File: src/hw/rtl/two_choice_load_balancer_macros.svh
// assertion macros shared by the load balancer rtl
`ifndef TWO_CHOICE_LOAD_BALANCER_MACROS_SVH
`define TWO_CHOICE_LOAD_BALANCER_MACROS_SVH

`ifndef SYNTHESIS
`define TCLB_ASSERT_IMP(lbl, clk, rst_n, ante, cons) \
	lbl: assert property (@(posedge clk) disable iff (!rst_n) (ante) |-> (cons)) \
		else $error("tclb assertion failed");
`define TCLB_ASSERT_NXT(lbl, clk, rst_n, ante, cons) \
	lbl: assert property (@(posedge clk) disable iff (!rst_n) (ante) |=> (cons)) \
		else $error("tclb assertion failed");
`else
`define TCLB_ASSERT_IMP(lbl, clk, rst_n, ante, cons)
`define TCLB_ASSERT_NXT(lbl, clk, rst_n, ante, cons)
`endif

`endif

File: src/hw/rtl/tclb_pkg.sv
// types, constants and helpers of the two-choice load balancer
package tclb_pkg;

	localparam int MAX_WORKERS_DEF = 16;

	localparam int ITEM_SIZE_W = 40;
	localparam int LOAD_W      = 48;
	localparam int COUNT_W     = 32;
	localparam int WORKER_W    = 4;
	localparam int WC_W        = 5;
	localparam int SEED_W      = 32;
	localparam int DRAW_W      = WC_W;
	localparam int TRIES_W     = 9;
	localparam int CFG_IDX_W   = 1;
	localparam int CFG_DATA_W  = 32;

	localparam int REDRAW_LIMIT = 256;

	localparam logic [SEED_W-1:0] LFSR_TAPS  = 32'h8020_0003;
	localparam logic [SEED_W-1:0] SEED_RESET = 32'd1;
	localparam logic [WC_W-1:0]   WC_RESET   = 5'd4;

	localparam logic [CFG_IDX_W-1:0] REG_WORKER_COUNT = 1'b0;
	localparam logic [CFG_IDX_W-1:0] REG_RANDOM_SEED  = 1'b1;

	typedef struct packed {
		logic [ITEM_SIZE_W-1:0] item_size;
		logic                   last_item;
	} tclb_item_t;

	typedef struct packed {
		logic [WORKER_W-1:0] chosen_worker;
		logic [LOAD_W-1:0]   worker_load;
		logic [COUNT_W-1:0]  worker_items;
		logic                last_item_res;
	} tclb_result_t;

	// one table entry: accumulated load and item count of a worker
	typedef struct packed {
		logic [LOAD_W-1:0]  load;
		logic [COUNT_W-1:0] count;
	} tclb_rec_t;

	function automatic logic [SEED_W-1:0] lfsr_step(input logic [SEED_W-1:0] s);
		logic [SEED_W-1:0] n;
		n = s >> 1;
		if (s[0]) begin
			n = n ^ LFSR_TAPS;
		end
		return n;
	endfunction

endpackage

File: src/hw/rtl/tclb_ram.sv
// generic single-write, single-read ram with registered read data
module tclb_ram #(
	parameter int WIDTH = 8,
	parameter int DEPTH = 16
) (
	input  logic                     clk,
	input  logic                     we,
	input  logic [$clog2(DEPTH)-1:0] waddr,
	input  logic [WIDTH-1:0]         wdata,
	input  logic [$clog2(DEPTH)-1:0] raddr,
	output logic [WIDTH-1:0]         rdata
);

	logic [WIDTH-1:0] mem_q [DEPTH];
	logic [WIDTH-1:0] rdata_q;

	always_ff @(posedge clk) begin
		if (we) begin
			mem_q[waddr] <= wdata;
		end
		rdata_q <= mem_q[raddr];
	end

	assign rdata = rdata_q;

endmodule

File: src/hw/rtl/tclb_mod_unit.sv
// iterative remainder unit: one dividend bit per cycle
`include "two_choice_load_balancer_macros.svh"

module tclb_mod_unit (
	input  logic                        clk,
	input  logic                        arst_n,
	input  logic                        start,
	input  logic [tclb_pkg::SEED_W-1:0] dividend,
	input  logic [tclb_pkg::DRAW_W-1:0] divisor,
	output logic                        done,
	output logic [tclb_pkg::DRAW_W-1:0] remainder
);

	import tclb_pkg::*;

	localparam int STEP_W = $clog2(SEED_W);
	localparam logic [STEP_W-1:0] LAST_STEP = STEP_W'(SEED_W - 1);

	logic              run_q;
	logic              done_q;
	logic [STEP_W-1:0] cnt_q;
	logic [SEED_W-1:0] quot_q;
	logic [DRAW_W-1:0] rem_q;
	logic [DRAW_W-1:0] div_q;

	logic [DRAW_W:0]   trial;
	logic [DRAW_W-1:0] rem_next;

	always_comb begin
		trial = {rem_q, quot_q[SEED_W-1]};
		if (trial >= {1'b0, div_q}) begin
			rem_next = DRAW_W'(trial - {1'b0, div_q});
		end else begin
			rem_next = trial[DRAW_W-1:0];
		end
	end

	always_ff @(posedge clk or negedge arst_n) begin
		if (!arst_n) begin
			run_q  <= 1'b0;
			done_q <= 1'b0;
			cnt_q  <= '0;
		end else begin
			done_q <= 1'b0;
			if (start) begin
				run_q <= 1'b1;
				cnt_q <= '0;
			end else if (run_q) begin
				cnt_q <= cnt_q + 1'b1;
				if (cnt_q == LAST_STEP) begin
					run_q  <= 1'b0;
					done_q <= 1'b1;
				end
			end
		end
	end

	always_ff @(posedge clk) begin
		if (start) begin
			quot_q <= dividend;
			rem_q  <= '0;
			div_q  <= divisor;
		end else if (run_q) begin
			quot_q <= quot_q << 1;
			rem_q  <= rem_next;
		end
	end

	assign done      = done_q;
	assign remainder = rem_q;

	`TCLB_ASSERT_IMP(a_start_when_free, clk, arst_n, start, !run_q)
	`TCLB_ASSERT_NXT(a_done_after_last, clk, arst_n, run_q && cnt_q == LAST_STEP, done_q)
	`TCLB_ASSERT_IMP(a_rem_in_range, clk, arst_n, done_q, rem_q < div_q)

endmodule

File: src/hw/rtl/two_choice_load_balancer.sv
// two-choice load balancer: lfsr draws, shared modulo unit, worker table ram
// after an accepted start: draw a, draw b (repeated per redraw), table reads, pick, update, then the result strobe
// each of the two draws costs one lfsr step and one pass of the shared modulo unit
// a new item is accepted in the cycle the previous result is strobed
// after reset a clearing pass zeroes every table entry, busy stays high
// results are strobed for one cycle; the receiver cannot stall
`include "two_choice_load_balancer_macros.svh"

module two_choice_load_balancer #(
	parameter int MAX_WORKERS = tclb_pkg::MAX_WORKERS_DEF
) (
	input  logic                            clk,
	input  logic                            arst_n,
	input  logic                            start,
	output logic                            busy,
	input  tclb_pkg::tclb_item_t            item,
	output logic                            result_valid,
	output tclb_pkg::tclb_result_t          result,
	input  logic                            cfg_we,
	input  logic [tclb_pkg::CFG_IDX_W-1:0]  cfg_index,
	input  logic [tclb_pkg::CFG_DATA_W-1:0] cfg_data
);

	import tclb_pkg::*;

	localparam int IDX_W = $clog2(MAX_WORKERS);
	localparam int REC_W = $bits(tclb_rec_t);
	localparam logic [IDX_W-1:0] LAST_IDX = IDX_W'(MAX_WORKERS - 1);

	localparam logic [2:0] ST_CLEAR  = 3'd0;
	localparam logic [2:0] ST_IDLE   = 3'd1;
	localparam logic [2:0] ST_DRAW_A = 3'd2;
	localparam logic [2:0] ST_DRAW_B = 3'd3;
	localparam logic [2:0] ST_RD_A   = 3'd4;
	localparam logic [2:0] ST_RD_B   = 3'd5;
	localparam logic [2:0] ST_PICK   = 3'd6;
	localparam logic [2:0] ST_UPD    = 3'd7;

	logic [2:0]         state_q;
	logic [IDX_W-1:0]   clr_q;
	logic [WC_W-1:0]    wc_q;
	logic [SEED_W-1:0]  random_q;
	logic [DRAW_W-1:0]  n_q;
	tclb_item_t         item_q;
	logic [DRAW_W-1:0]  first_q;
	logic [DRAW_W-1:0]  second_q;
	logic [TRIES_W-1:0] tries_q;
	logic [DRAW_W-1:0]  pick_q;
	tclb_rec_t          rec_a_q;
	tclb_rec_t          rec_sel_q;
	tclb_result_t       result_q;
	logic               result_valid_q;

	logic [DRAW_W-1:0]  active_n;
	logic [SEED_W-1:0]  lfsr_next;
	logic               mod_start;
	logic               mod_done;
	logic [DRAW_W-1:0]  mod_rem;
	logic [DRAW_W-1:0]  mod_div;
	logic               redraw;
	logic [DRAW_W:0]    first_inc;
	logic [DRAW_W-1:0]  second_alt;

	logic               ram_we;
	logic [IDX_W-1:0]   ram_waddr;
	logic [REC_W-1:0]   ram_wdata;
	logic [IDX_W-1:0]   ram_raddr;
	logic [REC_W-1:0]   ram_rdata;
	tclb_rec_t          rec_b;
	tclb_rec_t          rec_new;
	logic [LOAD_W:0]    load_sum;

	logic [IDX_W+DRAW_W-1:0] a_ext;
	logic [IDX_W+DRAW_W-1:0] b_ext;
	logic [IDX_W+DRAW_W-1:0] p_ext;

	// active worker count: zero reads as one, clipped to the built table
	always_comb begin
		active_n = wc_q;
		if (wc_q == '0) begin
			active_n = DRAW_W'(1);
		end else if (32'(wc_q) > MAX_WORKERS) begin
			active_n = DRAW_W'(MAX_WORKERS);
		end
	end

	assign lfsr_next = lfsr_step(random_q);
	assign mod_div   = (state_q == ST_IDLE) ? active_n : n_q;

	assign redraw = (n_q != DRAW_W'(1)) && (mod_rem == first_q)
		&& (tries_q < TRIES_W'(REDRAW_LIMIT));

	always_comb begin
		mod_start = 1'b0;
		case (state_q)
			ST_IDLE:   mod_start = start;
			ST_DRAW_A: mod_start = mod_done;
			ST_DRAW_B: mod_start = mod_done && redraw;
			default:   mod_start = 1'b0;
		endcase
	end

	// forced second index once the redraw budget is spent
	assign first_inc  = {1'b0, first_q} + 1'b1;
	assign second_alt = (first_inc == {1'b0, n_q}) ? '0 : first_inc[DRAW_W-1:0];

	tclb_mod_unit u_mod (
		.clk       (clk),
		.arst_n    (arst_n),
		.start     (mod_start),
		.dividend  (lfsr_next),
		.divisor   (mod_div),
		.done      (mod_done),
		.remainder (mod_rem)
	);

	assign a_ext = {{IDX_W{1'b0}}, first_q};
	assign b_ext = {{IDX_W{1'b0}}, second_q};
	assign p_ext = {{IDX_W{1'b0}}, pick_q};

	assign rec_b     = tclb_rec_t'(ram_rdata);
	assign ram_raddr = (state_q == ST_RD_A) ? a_ext[IDX_W-1:0] : b_ext[IDX_W-1:0];

	// saturating update of the chosen worker
	always_comb begin
		load_sum = {1'b0, rec_sel_q.load} + (LOAD_W + 1)'(item_q.item_size);
		rec_new.load  = load_sum[LOAD_W] ? '1 : load_sum[LOAD_W-1:0];
		rec_new.count = (&rec_sel_q.count) ? rec_sel_q.count : rec_sel_q.count + 1'b1;
	end

	always_comb begin
		ram_we    = 1'b0;
		ram_waddr = p_ext[IDX_W-1:0];
		ram_wdata = REC_W'(rec_new);
		if (state_q == ST_CLEAR) begin
			ram_we    = 1'b1;
			ram_waddr = clr_q;
			ram_wdata = '0;
		end else if (state_q == ST_UPD) begin
			ram_we = 1'b1;
		end
	end

	tclb_ram #(
		.WIDTH (REC_W),
		.DEPTH (MAX_WORKERS)
	) u_table (
		.clk   (clk),
		.we    (ram_we),
		.waddr (ram_waddr),
		.wdata (ram_wdata),
		.raddr (ram_raddr),
		.rdata (ram_rdata)
	);

	// configuration registers and the random generator
	always_ff @(posedge clk or negedge arst_n) begin
		if (!arst_n) begin
			wc_q     <= WC_RESET;
			random_q <= SEED_RESET;
		end else begin
			if (mod_start) begin
				random_q <= lfsr_next;
			end
			if (cfg_we) begin
				case (cfg_index)
					REG_WORKER_COUNT: wc_q <= cfg_data[WC_W-1:0];
					REG_RANDOM_SEED: begin
						random_q <= (cfg_data == '0) ? SEED_RESET : cfg_data;
					end
					default: ;
				endcase
			end
		end
	end

	// sequencer
	always_ff @(posedge clk or negedge arst_n) begin
		if (!arst_n) begin
			state_q        <= ST_CLEAR;
			clr_q          <= '0;
			result_valid_q <= 1'b0;
		end else begin
			result_valid_q <= 1'b0;
			case (state_q)
				ST_CLEAR: begin
					clr_q <= clr_q + 1'b1;
					if (clr_q == LAST_IDX) begin
						state_q <= ST_IDLE;
					end
				end
				ST_IDLE: begin
					if (start) begin
						state_q <= ST_DRAW_A;
					end
				end
				ST_DRAW_A: begin
					if (mod_done) begin
						state_q <= ST_DRAW_B;
					end
				end
				ST_DRAW_B: begin
					if (mod_done && !redraw) begin
						state_q <= ST_RD_A;
					end
				end
				ST_RD_A: state_q <= ST_RD_B;
				ST_RD_B: state_q <= ST_PICK;
				ST_PICK: state_q <= ST_UPD;
				ST_UPD: begin
					state_q        <= ST_IDLE;
					result_valid_q <= 1'b1;
				end
				default: state_q <= ST_IDLE;
			endcase
		end
	end

	// item payload, draws and table records
	always_ff @(posedge clk) begin
		case (state_q)
			ST_IDLE: begin
				if (start) begin
					item_q  <= item;
					n_q     <= active_n;
					tries_q <= '0;
				end
			end
			ST_DRAW_A: begin
				if (mod_done) begin
					first_q <= mod_rem;
				end
			end
			ST_DRAW_B: begin
				if (mod_done) begin
					second_q <= mod_rem;
					if (redraw) begin
						tries_q <= tries_q + 1'b1;
					end else if (n_q != DRAW_W'(1) && mod_rem == first_q) begin
						second_q <= second_alt;
					end
				end
			end
			ST_RD_B: rec_a_q <= tclb_rec_t'(ram_rdata);
			ST_PICK: begin
				// tie goes to the first draw
				if (rec_a_q.load > rec_b.load) begin
					pick_q    <= second_q;
					rec_sel_q <= rec_b;
				end else begin
					pick_q    <= first_q;
					rec_sel_q <= rec_a_q;
				end
			end
			ST_UPD: begin
				result_q.chosen_worker <= pick_q[WORKER_W-1:0];
				result_q.worker_load   <= rec_new.load;
				result_q.worker_items  <= rec_new.count;
				result_q.last_item_res <= item_q.last_item;
			end
			default: ;
		endcase
	end

	assign busy         = (state_q != ST_IDLE);
	assign result_valid = result_valid_q;
	assign result       = result_q;

	`TCLB_ASSERT_NXT(a_single_strobe, clk, arst_n, result_valid_q, !result_valid_q)
	`TCLB_ASSERT_IMP(a_pick_in_range, clk, arst_n, result_valid_q, DRAW_W'(result_q.chosen_worker) < n_q)
	`TCLB_ASSERT_IMP(a_draws_differ, clk, arst_n, state_q == ST_RD_A, (first_q != second_q) || (n_q == DRAW_W'(1)))
	`TCLB_ASSERT_IMP(a_lfsr_nonzero, clk, arst_n, 1'b1, random_q != '0)

endmodule

File: config.mk
export PLATFORM = sky130hd
export DESIGN_NAME = two_choice_load_balancer
export DESIGN_NICKNAME = d
export VERILOG_FILES = /design/src/hw/rtl/tclb_pkg.sv /design/src/hw/rtl/tclb_ram.sv /design/src/hw/rtl/tclb_mod_unit.sv /design/src/hw/rtl/two_choice_load_balancer.sv
export VERILOG_INCLUDE_DIRS = /design/src /design/src/hw/rtl
export SDC_FILE = /design/constraint.sdc
export NUM_CORES = 2
export LEC_CHECK = 0
export BUFFER_PORTS_ARGS = -buffer_cell sky130_fd_sc_hd__clkbuf_2
export CORE_UTILIZATION = 48
export DETAILED_ROUTE_END_ITERATION = 16
export GPL_ROUTABILITY_DRIVEN = 0
export PLACE_DENSITY = 0.66
export SLEW_MARGIN = 5
export SYNTH_ARGS = -nofsm -noshare
export SYNTH_HDL_FRONTEND = slang
export SYNTH_HIERARCHICAL = 1
export SYNTH_SLANG_ARGS = --single-unit
export TNS_END_PERCENT = 20
File: constraint.sdc
create_clock -name clk -period 27.3 [get_ports clk]
set_clock_uncertainty 0.15 [all_clocks]
set_input_delay 1.365 -clock clk [delete_from_list [all_inputs] [get_ports clk]]
set_output_delay 1.365 -clock clk [all_outputs]
set_load 0.02 [all_outputs]
==> results.yml <==
status:
  status: "finished, final reports clean"
setup_path:
  crit_type: "reg -> reg"
  cp.arrival_ns: 5.52
  crit_path_start_kind: "flip-flop"
  crit_family: "buffers and inverters"
  cp-end-kind: "flip-flop"
  crit_buf_inv: 2
  cp_data_required_time_ns: 27.81
  crit_top_cell: "buf_4"
  cp_max_fo: 83
  crit_path_top_delay_cell: "buf_4"
  critical_path.cell_chain: "nor3b_1 -> mux2_8 -> buf_4 -> buf_4 -> mux4_2 -> a22oi_1 -> nand2_1"
  cp_slowest_stage_delay_ns: 0.90
  worstReg2RegEnd: "u_table/rdata[33]"
  ff2ff_setup_slack_ns: 22.29
  r2r_start: "state_q[2]"
  ff2ff_path_depth: 7
placed_design:
  portBuffers: 164
  placed_area_mm2: 0.0733
  dp_hpwl_mm: 92.6
  post-place-ws_ns: 22.33
synth:
  synth_compound_area_share_pct: 4.33
  syn-num-nets: 3915
  netlist_instances: 3736
  synthAdderAreaFrac_pct: 1.82
  synth.distinct_cells: 74
  synthSimpleGateAreaFrac_pct: 4.07
  synth_top_family_by_area: "multiplexers"
  async_reset_ff_share_pct: 2.94
  yosys_warnings: 6
  syn_area_mm2: 0.0701
  synth_edf_count: 1630
  synthMuxAreaShare_pct: 12.9
  ys_seq_area_share_pct: 74.1
  synth_area_per_cell_um2: 18.8
  synth-main-ff-cell: "edfxtp_1"
  ys_ff_latch: 1767
  synth-xor-area-share_pct: 1.16
layout:
  fill_cells: 11100
  nets: 4162
  area_growth_pct: 12.9
  fin_area_mm2: 0.0792
  antenna_cells: 0
  finish.utilization_pct: 54.9
  layout-drive-gt1-share_pct: 24.4
detailed_routing:
  via_per_inst: 5.99
  ant_nets: 0
  drt_iter0_drc: 3279
  drc: 0
  routed_wl_mm: 169
  dr.pass1.iters: 7
  route.vias.total: 36200
  wl_per_cell_um: 28.0
clocking:
  cts_setup_buffers: 0
  clockRootBuffer: "clkbuf_16"
  htree_levels: 4
  clkSinkCount: 1767
  cts_tree: "done"
  hold_buffers: 0
  clkLatencyLatePin_ns: 0.81
  clockBufferDepth: 3
  cts_resized: 0
  worst_setup_hold_path_clk_slew_ns: 0.06
  cts_buffers: 178
sta:
  fin_ws_ns: 22.29
  tightest_slew_ns: 1.29
  fin_crit_sh_pct: 18.3
  maxSlewViolCount: 0
  setup_violations: 0
  fin_tns_setup_ns: 0
  rsz0062_at_grt: "false"
  max_freq_ghz: 0.200
  min_period_ns: 5.01
  relSlewSlack_pct: 13.8
  finalHoldViolCount: 0
floorplan:
  initial_core_util_pct: 48.6
  fp.dieH_um: 384
  coreArea_mm2: 0.144
  pin_count: 165
  num_rows: 139
  dieArea_mm2: 0.148
  die_x_um: 384
power:
  ir_drop_mv: 0.0633
  power_density_mw_per_mm2: 106
  leakagePower_uw: 0.0269
hold_path:
  hp-start: "u_table/rdata[13]"
  hold_end: "rec_a_q[13]"
  whs_path_depth: 0
  min_path_type: "reg -> reg"
grt:
  grt_pass1_vias: 36200
  grt_use_total_pct: 23.1
  grt_antenna_before_repair: 4
  globalRouteOverflowTotal: 0
  grt_max_degree: 110
  grt_pass1_wl_mm: 246
job:
  max_cap_violations: 0
[worst register-to-register path, delay by kind of cell (launching register included)]
kind                   cells  cell delay [ns]
flip-flops                 1             0.58
AO/OA/AOI/OAI              1             0.21
AND/OR/NAND/NOR            2             0.80
multiplexers               2             1.31
buffers and inverters      2             1.82
[state kept, by name, indices dropped and copies added (netlist names), 9 cells and up]
| register | cells |
|---|---|
| result | 85 |
| random_q | 32 |
| item_q | 41 |
| rec_a_q | 80 |
| rec_sel_q | 80 |
| u_mod/quot_q | 32 |
| u_table/mem_q | 1280 |
| u_table/rdata | 80 |
| tries_q | 9 |
[where the power goes]
group	switching [uW]	leakage, uW	internal, uW
logic	1300	0.00786	664
registers	182	0.0162	3830
clock network	1020	0.00283	1400
[synth_stat cells (all sizes together), types with 84 or more instances]
cell,count,share of area (%)
ha,99,1.8
nor2,87,0.47
clkbuf,91,0.49
edfxtp,1630,70
a22oi,161,1.7
a21oi,85,0.62
dfxtp,85,2.4
buf,85,0.70
inv,84,0.45
mux4,320,10
nand2,220,1.2
mux2,132,2.1
[stage by stage]
step | hold slack, ns | total power (uW) | std cells
detailed placement | 0.262 | 6040 | 5706
global route | 0.271 | 8760 | 6041
finish | 0.261 | 8400 | 6041
floorplan | 0.250 | 5330 | 3736
global placement | 0.260 | 6010 | 5706
CTS | 0.270 | 8460 | 6041
[cell usage in the layout, fill, tap and decap left out, drive strengths merged, types with 70 or more instances in the layout]
master     n
a21oi     85
a22oi    161
mux4     320
nand2    220
edfxtp  1630
mux2     132
ha        99
o21ai     73
buf       79
clkinv    70
dfxtp     85
nor2      87
inv       91
clkbuf   398
[cells by family after synthesis]
logic type | count (synthesis)
muxes | 487
buffers and inverters | 260
DFF | 1767
AOI/OAI and AO/OA | 447
adders and majority gates | 101
xor gates and xnor gates | 93
and+or+nand+nor | 581
[area by class of cell]
| cell class | instances | area, um2 | share of cell area (%) |
|---|---|---|---|
| Tap cell | 1903 | 2380 | 3.01 |
| Inverter | 84 | 315 | 0.398 |
| Clock inverter | 101 | 998 | 1.26 |
| Timing Repair Buffer | 243 | 1430 | 1.80 |
| Sequential cell | 1767 | 52000 | 65.6 |
| Clock buffer | 234 | 4840 | 6.11 |
| Multi-Input combinational cell | 1709 | 17300 | 21.8 |
[metal layers]
metal / track usage, % / up-vias / routed length [um]
met2: 36.3 / 1470 / 80500
met1: 32.6 / 19000 / 70100
met4: 7.54 / 0 / 5080
li1: - / 15500 / -
met5: 0 / - / 0
met3: 4.35 / 254 / 13200
[worst max-delay path by stage]
stage	from	endpoint	cells after the start
3_5_place_dp	state_q[2]	u_table/rdata[19]	7
6_report	state_q[2]	u_table/rdata[33]	7
5_1_grt	state_q[2]	u_table/rdata[10]	7
2_1_floorplan	state_q[2]	u_table/mem_q[0][0]	5
4_1_cts	state_q[2]	u_table/rdata[10]	7
3_3_place_gp	state_q[2]	u_table/rdata[16]	7
(Power assumes the default switching activity.)
